`config.mk`:
```
export PLATFORM = sky130hd
export DESIGN_NAME = bounded_array_list_engine_core
export DESIGN_NICKNAME = d
export VERILOG_FILES = /design/src/ball_pkg.sv /design/src/ball_mem.sv /design/src/bounded_array_list_engine_core.sv
export SDC_FILE = /design/constraint.sdc
export NUM_CORES = 1
export LEC_CHECK = 0
export BUFFER_PORTS_ARGS = -buffer_cell sky130_fd_sc_hd__clkbuf_2
export CORE_ASPECT_RATIO = 1.4
export CORE_MARGIN = 3
export CORE_UTILIZATION = 35
export DETAILED_ROUTE_END_ITERATION = 10
export GPL_TIMING_DRIVEN = 0
export PLACE_DENSITY = 0.51
export RECOVER_POWER = 100
export SYNTH_ARGS = -nofsm -noshare
export SYNTH_HDL_FRONTEND = slang
export SYNTH_SLANG_ARGS = --single-unit
```
`constraint.sdc`:
```
create_clock -name clock -period 6.91 [get_ports clock]
set_clock_uncertainty 0.05 [all_clocks]
set_input_delay 1.382 -clock clock [delete_from_list [all_inputs] [get_ports clock]]
set_output_delay 1.382 -clock clock [all_outputs]
set_load 0.05 [all_outputs]
```
`src/ball_pkg.sv`:
```
// ----------------------------------------------------------------------------
// ball_pkg
// Shared constants for the bounded array list engine: request kinds,
// result status codes and the fixed field widths.
// ----------------------------------------------------------------------------
`default_nettype none

package ball_pkg;

   localparam int DATA_W   = 32;
   localparam int KIND_W   = 4;
   localparam int STATUS_W = 2;
   localparam int OUT_W    = 5;

   localparam logic [KIND_W-1:0] KIND_CLEAR     = 4'd0;
   localparam logic [KIND_W-1:0] KIND_APPEND    = 4'd1;
   localparam logic [KIND_W-1:0] KIND_DEL_FIRST = 4'd2;
   localparam logic [KIND_W-1:0] KIND_DEL_ALL   = 4'd3;
   localparam logic [KIND_W-1:0] KIND_REPLACE   = 4'd4;
   localparam logic [KIND_W-1:0] KIND_FIND      = 4'd5;
   localparam logic [KIND_W-1:0] KIND_COUNT     = 4'd6;
   localparam logic [KIND_W-1:0] KIND_MAX       = 4'd7;
   localparam logic [KIND_W-1:0] KIND_MIN       = 4'd8;

   localparam logic [STATUS_W-1:0] ST_OK       = 2'd0;
   localparam logic [STATUS_W-1:0] ST_FULL     = 2'd1;
   localparam logic [STATUS_W-1:0] ST_EMPTY    = 2'd2;
   localparam logic [STATUS_W-1:0] ST_NOTFOUND = 2'd3;

   typedef logic signed [DATA_W-1:0] data_type;

endpackage

`default_nettype wire

```
`src/ball_mem.sv`:
```
// ----------------------------------------------------------------------------
// ball_mem
// Entry store: one write port, one read port, registered read data.
// ----------------------------------------------------------------------------
`default_nettype none

module ball_mem #(
   parameter int DEPTH = 16,
   parameter int AW    = 4
) (
   input  wire logic                  clock,
   input  wire logic                  rd_en,
   input  wire logic [AW-1:0]         rd_addr,
   output      ball_pkg::data_type    rd_data,
   input  wire logic                  wr_en,
   input  wire logic [AW-1:0]         wr_addr,
   input  wire ball_pkg::data_type    wr_data
);
   import ball_pkg::*;

   data_type mem [DEPTH];
   data_type rd_data_ff;

   always_ff @(posedge clock) begin
      if (wr_en) begin
         mem[wr_addr] <= wr_data;
      end
   end

   always_ff @(posedge clock) begin
      if (rd_en) begin
         rd_data_ff <= mem[rd_addr];
      end
   end

   assign rd_data = rd_data_ff;

endmodule

`default_nettype wire

```
`src/bounded_array_list_engine_core.sv`:
```
// ----------------------------------------------------------------------------
// bounded_array_list_engine_core
// Packed list of signed 32-bit entries with a fill count, held in one
// synchronous memory and worked on by a read-modify-write scan sequencer.
//
// Usage:
//  - req_ channel carries one request item (kind, value, new_value); the
//    block holds req_stall high while it works on an item.
//  - rsp_ channel returns exactly one result item per request, from an
//    output register; the next request is taken while a result waits.
//  - Match, max and min items run one pass over the stored entries, one
//    memory read per cycle. Clear, append, unknown kinds and any item on
//    an empty list skip the pass.
//  - Deletes compact the list during the same pass, writing each kept
//    entry to its new place behind the read pointer.
//  - Reset empties the list at once; entry contents are not cleared.
//  - When rsp_stall holds a result, a finished item waits in the final
//    step until the output register frees up.
// ----------------------------------------------------------------------------
`default_nettype none

module bounded_array_list_engine_core #(
   parameter int CAPACITY = 16
) (
   input  wire logic                      clock,
   input  wire logic                      reset,
   input  wire logic                      req_valid,
   output      logic                      req_stall,
   input  wire logic [3:0]                req_kind,
   input  wire logic signed [31:0]        req_value,
   input  wire logic signed [31:0]        req_new_value,
   output      logic                      rsp_valid,
   input  wire logic                      rsp_stall,
   output      logic [1:0]                rsp_status,
   output      logic [4:0]                rsp_position,
   output      logic [4:0]                rsp_match_count,
   output      logic signed [31:0]        rsp_extreme,
   output      logic [4:0]                rsp_fill,
   output      logic                      rsp_is_empty,
   output      logic                      rsp_is_full
);
   import ball_pkg::*;

   localparam int CW = $clog2(CAPACITY + 1);
   localparam int AW = (CAPACITY > 1) ? $clog2(CAPACITY) : 1;

   localparam logic [1:0] S_IDLE = 2'd0;
   localparam logic [1:0] S_SCAN = 2'd1;
   localparam logic [1:0] S_FIN  = 2'd2;

   logic [1:0]           state_ff, state_in;
   logic [KIND_W-1:0]    kind_ff, kind_in;
   data_type             val_ff, val_in;
   data_type             nval_ff, nval_in;
   logic [CW-1:0]        cnt_ff, cnt_in;
   logic [CW-1:0]        lim_ff, lim_in;
   logic [CW-1:0]        rd_ff, rd_in;
   logic                 pv_ff, pv_in;
   logic [AW-1:0]        pi_ff, pi_in;
   logic [CW-1:0]        hits_ff, hits_in;
   logic [CW-1:0]        first_ff, first_in;
   logic [CW-1:0]        w_ff, w_in;
   data_type             ext_ff, ext_in;

   logic                 rsp_valid_ff, rsp_valid_in;
   logic [STATUS_W-1:0]  status_ff, status_in;
   logic [OUT_W-1:0]     pos_ff, pos_in;
   logic [OUT_W-1:0]     mcnt_ff, mcnt_in;
   data_type             oext_ff, oext_in;
   logic [OUT_W-1:0]     fill_ff, fill_in;
   logic                 empty_ff, empty_in;
   logic                 full_ff, full_in;

   logic                 rd_en;
   logic [AW-1:0]        rd_addr;
   data_type             rd_data;
   logic                 wr_en;
   logic [AW-1:0]        wr_addr;
   data_type             wr_data;

   logic                 req_fire;
   logic                 out_free;
   logic                 match;
   logic                 scan_kind;
   logic                 hit;

   ball_mem #(
      .DEPTH (CAPACITY),
      .AW    (AW)
   ) u_mem (
      .clock   (clock),
      .rd_en   (rd_en),
      .rd_addr (rd_addr),
      .rd_data (rd_data),
      .wr_en   (wr_en),
      .wr_addr (wr_addr),
      .wr_data (wr_data)
   );

   assign req_stall = (state_ff != S_IDLE);
   assign req_fire  = req_valid && !req_stall;
   assign out_free  = !rsp_valid_ff || !rsp_stall;
   assign match     = pv_ff && (rd_data == val_ff);
   assign scan_kind = (req_kind >= KIND_DEL_FIRST) && (req_kind <= KIND_MIN);
   assign hit       = (hits_ff != '0);

   always_comb begin
      state_in     = state_ff;
      kind_in      = kind_ff;
      val_in       = val_ff;
      nval_in      = nval_ff;
      cnt_in       = cnt_ff;
      lim_in       = lim_ff;
      rd_in        = rd_ff;
      pv_in        = 1'b0;
      pi_in        = pi_ff;
      hits_in      = hits_ff;
      first_in     = first_ff;
      w_in         = w_ff;
      ext_in       = ext_ff;
      rsp_valid_in = rsp_valid_ff && rsp_stall;
      status_in    = status_ff;
      pos_in       = pos_ff;
      mcnt_in      = mcnt_ff;
      oext_in      = oext_ff;
      fill_in      = fill_ff;
      empty_in     = empty_ff;
      full_in      = full_ff;
      rd_en        = 1'b0;
      rd_addr      = rd_ff[AW-1:0];
      wr_en        = 1'b0;
      wr_addr      = w_ff[AW-1:0];
      wr_data      = rd_data;

      case (state_ff)
         S_IDLE: begin
            if (req_fire) begin
               kind_in  = req_kind;
               val_in   = req_value;
               nval_in  = req_new_value;
               lim_in   = scan_kind ? cnt_ff : '0;
               rd_in    = '0;
               hits_in  = '0;
               first_in = '0;
               w_in     = '0;
               ext_in   = '0;
               state_in = S_SCAN;
            end
         end
         S_SCAN: begin
            if (rd_ff < lim_ff) begin
               rd_en = 1'b1;
               pv_in = 1'b1;
               pi_in = rd_ff[AW-1:0];
               rd_in = rd_ff + CW'(1);
            end else if (!pv_ff) begin
               state_in = S_FIN;
            end
            if (pv_ff) begin
               if (match) begin
                  hits_in = hits_ff + CW'(1);
                  if (!hit) begin
                     first_in = CW'(pi_ff) + CW'(1);
                  end
               end
               if (pi_ff == '0) begin
                  ext_in = rd_data;
               end else if (kind_ff == KIND_MAX) begin
                  if (ext_ff < rd_data) begin
                     ext_in = rd_data;
                  end
               end else if (rd_data < ext_ff) begin
                  ext_in = rd_data;
               end
               if (kind_ff == KIND_DEL_ALL && !match) begin
                  wr_en   = 1'b1;
                  wr_addr = w_ff[AW-1:0];
                  w_in    = w_ff + CW'(1);
               end
               if (kind_ff == KIND_DEL_FIRST && hit) begin
                  wr_en   = 1'b1;
                  wr_addr = pi_ff - AW'(1);
               end
            end
         end
         S_FIN: begin
            if (out_free) begin
               status_in = ST_OK;
               pos_in    = '0;
               mcnt_in   = '0;
               oext_in   = '0;
               cnt_in    = cnt_ff;
               case (kind_ff)
                  KIND_CLEAR: begin
                     cnt_in = '0;
                  end
                  KIND_APPEND: begin
                     if (cnt_ff == CW'(CAPACITY)) begin
                        status_in = ST_FULL;
                     end else begin
                        wr_en   = 1'b1;
                        wr_addr = cnt_ff[AW-1:0];
                        wr_data = val_ff;
                        cnt_in  = cnt_ff + CW'(1);
                     end
                  end
                  KIND_DEL_FIRST, KIND_DEL_ALL, KIND_REPLACE, KIND_FIND, KIND_COUNT: begin
                     if (cnt_ff == '0) begin
                        status_in = ST_EMPTY;
                     end else if (!hit) begin
                        status_in = ST_NOTFOUND;
                     end else begin
                        pos_in = OUT_W'(first_ff);
                        case (kind_ff)
                           KIND_DEL_FIRST: begin
                              cnt_in  = cnt_ff - CW'(1);
                              mcnt_in = OUT_W'(1);
                           end
                           KIND_DEL_ALL: begin
                              cnt_in  = w_ff;
                              mcnt_in = OUT_W'(hits_ff);
                           end
                           KIND_REPLACE: begin
                              wr_en   = 1'b1;
                              wr_addr = AW'(first_ff - CW'(1));
                              wr_data = nval_ff;
                              mcnt_in = OUT_W'(1);
                           end
                           KIND_COUNT: begin
                              mcnt_in = OUT_W'(hits_ff);
                           end
                           default: begin
                           end
                        endcase
                     end
                  end
                  KIND_MAX, KIND_MIN: begin
                     if (cnt_ff == '0) begin
                        status_in = ST_EMPTY;
                     end else begin
                        oext_in = ext_ff;
                     end
                  end
                  default: begin
                  end
               endcase
               fill_in      = OUT_W'(cnt_in);
               empty_in     = (cnt_in == '0);
               full_in      = (cnt_in == CW'(CAPACITY));
               rsp_valid_in = 1'b1;
               state_in     = S_IDLE;
            end
         end
         default: begin
            state_in = S_IDLE;
         end
      endcase
   end

   always_ff @(posedge clock) begin
      if (reset) begin
         state_ff     <= S_IDLE;
         cnt_ff       <= '0;
         pv_ff        <= 1'b0;
         rsp_valid_ff <= 1'b0;
      end else begin
         state_ff     <= state_in;
         cnt_ff       <= cnt_in;
         pv_ff        <= pv_in;
         rsp_valid_ff <= rsp_valid_in;
      end
   end

   always_ff @(posedge clock) begin
      kind_ff   <= kind_in;
      val_ff    <= val_in;
      nval_ff   <= nval_in;
      lim_ff    <= lim_in;
      rd_ff     <= rd_in;
      pi_ff     <= pi_in;
      hits_ff   <= hits_in;
      first_ff  <= first_in;
      w_ff      <= w_in;
      ext_ff    <= ext_in;
      status_ff <= status_in;
      pos_ff    <= pos_in;
      mcnt_ff   <= mcnt_in;
      oext_ff   <= oext_in;
      fill_ff   <= fill_in;
      empty_ff  <= empty_in;
      full_ff   <= full_in;
   end

   assign rsp_valid       = rsp_valid_ff;
   assign rsp_status      = status_ff;
   assign rsp_position    = pos_ff;
   assign rsp_match_count = mcnt_ff;
   assign rsp_extreme     = oext_ff;
   assign rsp_fill        = fill_ff;
   assign rsp_is_empty    = empty_ff;
   assign rsp_is_full     = full_ff;

endmodule

`default_nettype wire
```
==> metrics.txt <==
diode count=0; GRT Util Overall=18.4%; first-pass GRT wire length=116000 um; MaxCap Viol Count=32; P_leak=11.2 nW; Combinational Power Share=29.1%; clk buf depth=3; GRT overflow=0; full die area=89000 um^2; FP Rows=126; layout cell share with drive strength beyond 1=20.6%; synthesized cell area=29900 um^2; Post-CTS Hold Fix Bufs=0; CP max FO=9; status=finished with violations; asr flop ratio synth=0%; clock latency on the worst-skew pair=630 ps; Hold Fails Final Rpt=0; Layout Utilization=41.2%; Clock Sink Count=733; largest net degree at the start of global routing=47; Routed Antenna Nets=0; relative slew slack=-100%; CTS clk-pin slew, worst paths=60 ps; met3 Use GR=3.07%; GP Congestion=0.857; min Tclk post-route=5560 ps; Area Overhead vs Synth=16.5%; register share of total power=43.5%; Slew Limit Fails=513; WP data required=7180 ps; Post-CTS Setup Inserts=0; startpoint types=flop; CTS Buf Count=75; instance count of the mapped netlist=1586; Int Power=0.00980 W; cts repair resizes=0; effective utilization at floorplan=35.4%; WHS=451 ps; endpoints failing setup=0; RSZ-0062 raised after global routing=no; WL final=80900 um; total net switching power=0.00487 W; input/output buffers=123; CP top delay family=simple AND/OR/NAND/NOR gates; CP cell instances=inv_1 -> ha_1 -> nor4b_1 -> nor4_2 -> a22oi_1 -> nor2_1 -> a221o_1 -> nor3_1 -> nor3b_1 -> clkbuf_1 -> buf_6; syn_nets=1709; largest vdd supply drop=165 uV; pwr/cell area=421 nW/um^2; most common cell after layout, fill and taps aside=edfxtp_1; die height=352 um; vias in the first global route=16540; drt wl/cell=27.3 um; Pwr Total=0.0147 W; Final period util=80.5%; most frequent cells in the layout=724 x edfxtp_1, 160 x mux4_2, 151 x clkbuf_1; Core ar.=84500 um^2; Most Crowded Layer GR=met2; Layout Nets=1943; drt first-iter violations=1357; Root Driver=clkbuf_16; Buf/Inv on CP=3; fmax=180 MHz; Synth cell types=70; # DRC=0; switching share of power=33.2%; met2 Track Usage GR=31.9%; chip width=253 um; H-tree Lvls=3; CP max stage cell=nor4b_1; Slew @ Worst Pin=3000 ps; synthesis warning total=0; antenna violations before repair=6; Pre-antenna DRT Iters=5; DR vias=15794; HPWL Detailed=54200 um; failing checks=capacitance limit, slew limit; I/O pins=125; ys flop type=edfxtp_1; fillers=7636; worst hold path type=reg2reg; Crit path largest cell delay=1240 ps; synthesized area per cell=18.9 um^2; met1 global-route usage=23.0%; Post-synth EDFFs=724; #FFs+latches synth=733; worst setup path class=reg2reg; CP arrival=5830 ps; CP Capture Type=flop; CTS tree=yes; Clock power frac=27.4%; vias per cell=5.32; register area share after synthesis=73.3%
==> stage by stage <==
step	setup slack (ps)	TNS (ps)	instances	area, um^2
after floorplan	1380	0	1586	29900
after global placement	-2790	-221950	2797	31900
after CTS	2250	0	2967	35100
final	1350	0	2968	34800
after detailed placement	2090	0	2830	32700
after global routing	1020	0	2968	34800
==> power groups by stage <==
stage	clock, W	combinational [W]	sequential, W
2_1_floorplan	0	0.00276	0.00641
4_1_cts	0.00413	0.00447	0.00636
3_3_place_gp	0	0.00422	0.00649
6_report	0.00402	0.00426	0.00638
3_5_place_dp	0	0.00446	0.00645
5_1_grt	0.00429	0.00462	0.00643
==> kinds of logic after synthesis <==
family | count (synthesis) | synth area share, %
flip-flops | 733 | 73.3
XOR/XNOR | 49 | 1.44
adder cells (fa/ha/maj) | 51 | 2.13
buffers and inverters | 136 | 1.77
multiplexers | 162 | 12.1
AO/OA/AOI/OAI | 164 | 3.60
AND/OR/NAND/NOR | 291 | 5.62
==> worst reg2reg max path, delay by kind of cell (launching register included) <==
kind                     cells  cell delay (ps)
AND/OR/NAND/NOR              5             2940
buffers and inverters        3              980
AO/OA/AOI/OAI                2              680
flip-flops                   1              400
adder cells (fa/ha/maj)      1              190
==> layer usage <==
layer | vias to the layer above | wire length, um
met5 | - | 0
met4 | 0 | 2740
met3 | 108 | 4380
met2 | 526 | 41100
met1 | 8336 | 32800
li1 | 6824 | -
==> cells in the mapped netlist, drive strengths merged, types with 3 or more instances <==
master / number / area share, %
clkbuf: 53 / 0.67
nand4: 14 / 0.29
a31oi: 4 / 0.084
inv: 60 / 0.75
nor4b: 4 / 0.32
nor2b: 5 / 0.11
nor3: 16 / 0.32
nor3b: 4 / 0.10
nor2: 50 / 0.65
o21ai: 51 / 0.85
ha: 51 / 2.1
edfxtp: 724 / 73
buf: 23 / 0.36
or3b: 3 / 0.096
and3: 3 / 0.063
and2: 79 / 1.7
a21o: 10 / 0.25
nand2: 60 / 0.75
nand3: 20 / 0.33
or4b: 3 / 0.11
a21oi: 29 / 0.49
xnor2: 19 / 0.56
nand3b: 3 / 0.075
nor4: 7 / 0.20
xor2: 30 / 0.88
a22oi: 38 / 0.95
a211oi: 9 / 0.23
nand2b: 10 / 0.21
dfxtp: 9 / 0.60
mux4: 160 / 12
o211ai: 3 / 0.075
==> registers in the layout, summed over array words and instances, names as in the netlist, 2 cells and up <==
| register | flops |
|---|---|
| cnt_ff | 5 |
| nval_ff | 32 |
| rsp_position | 5 |
| rd_ff | 5 |
| rsp_match_count | 5 |
| rsp_status | 2 |
| u_mem.rd_data | 32 |
| kind_ff | 4 |
| w_ff | 5 |
| u_mem.mem | 512 |
| rsp_extreme | 32 |
| ext_ff | 32 |
| state_ff | 2 |
| pi_ff | 4 |
| first_ff | 5 |
| val_ff | 32 |
| hits_ff | 5 |
| rsp_fill | 5 |
| lim_ff | 5 |
==> cell type report <==
cell class              instances  area (um^2)  share of cell area (%)
flip-flops and latches        733        21900                    62.9
repair buffers                157         1110                    3.18
well taps                    1088         1360                    3.91
multi-input cells             717         7480                    21.5
inverters                      60          225                   0.647
clock buffers                  93         2010                    5.77
clock inverters                44          418                    1.20
plain buffers                  76          305                   0.877
==> path summary, 6_finish.rpt <==
check | from | to | slack, ps | depth (start not counted)
worst max-delay path | cnt_ff[0] | u_mem.mem[8][18] | 1350 | 11
worst min-delay path | rd_ff[0] | pi_ff[0] | 450 | 0
worst max register to register | cnt_ff[0] | u_mem.mem[8][18] | 1350 | 11
worst min register to register | rd_ff[0] | pi_ff[0] | 450 | 0
Note: power is estimated with default switching activity, not from simulation.
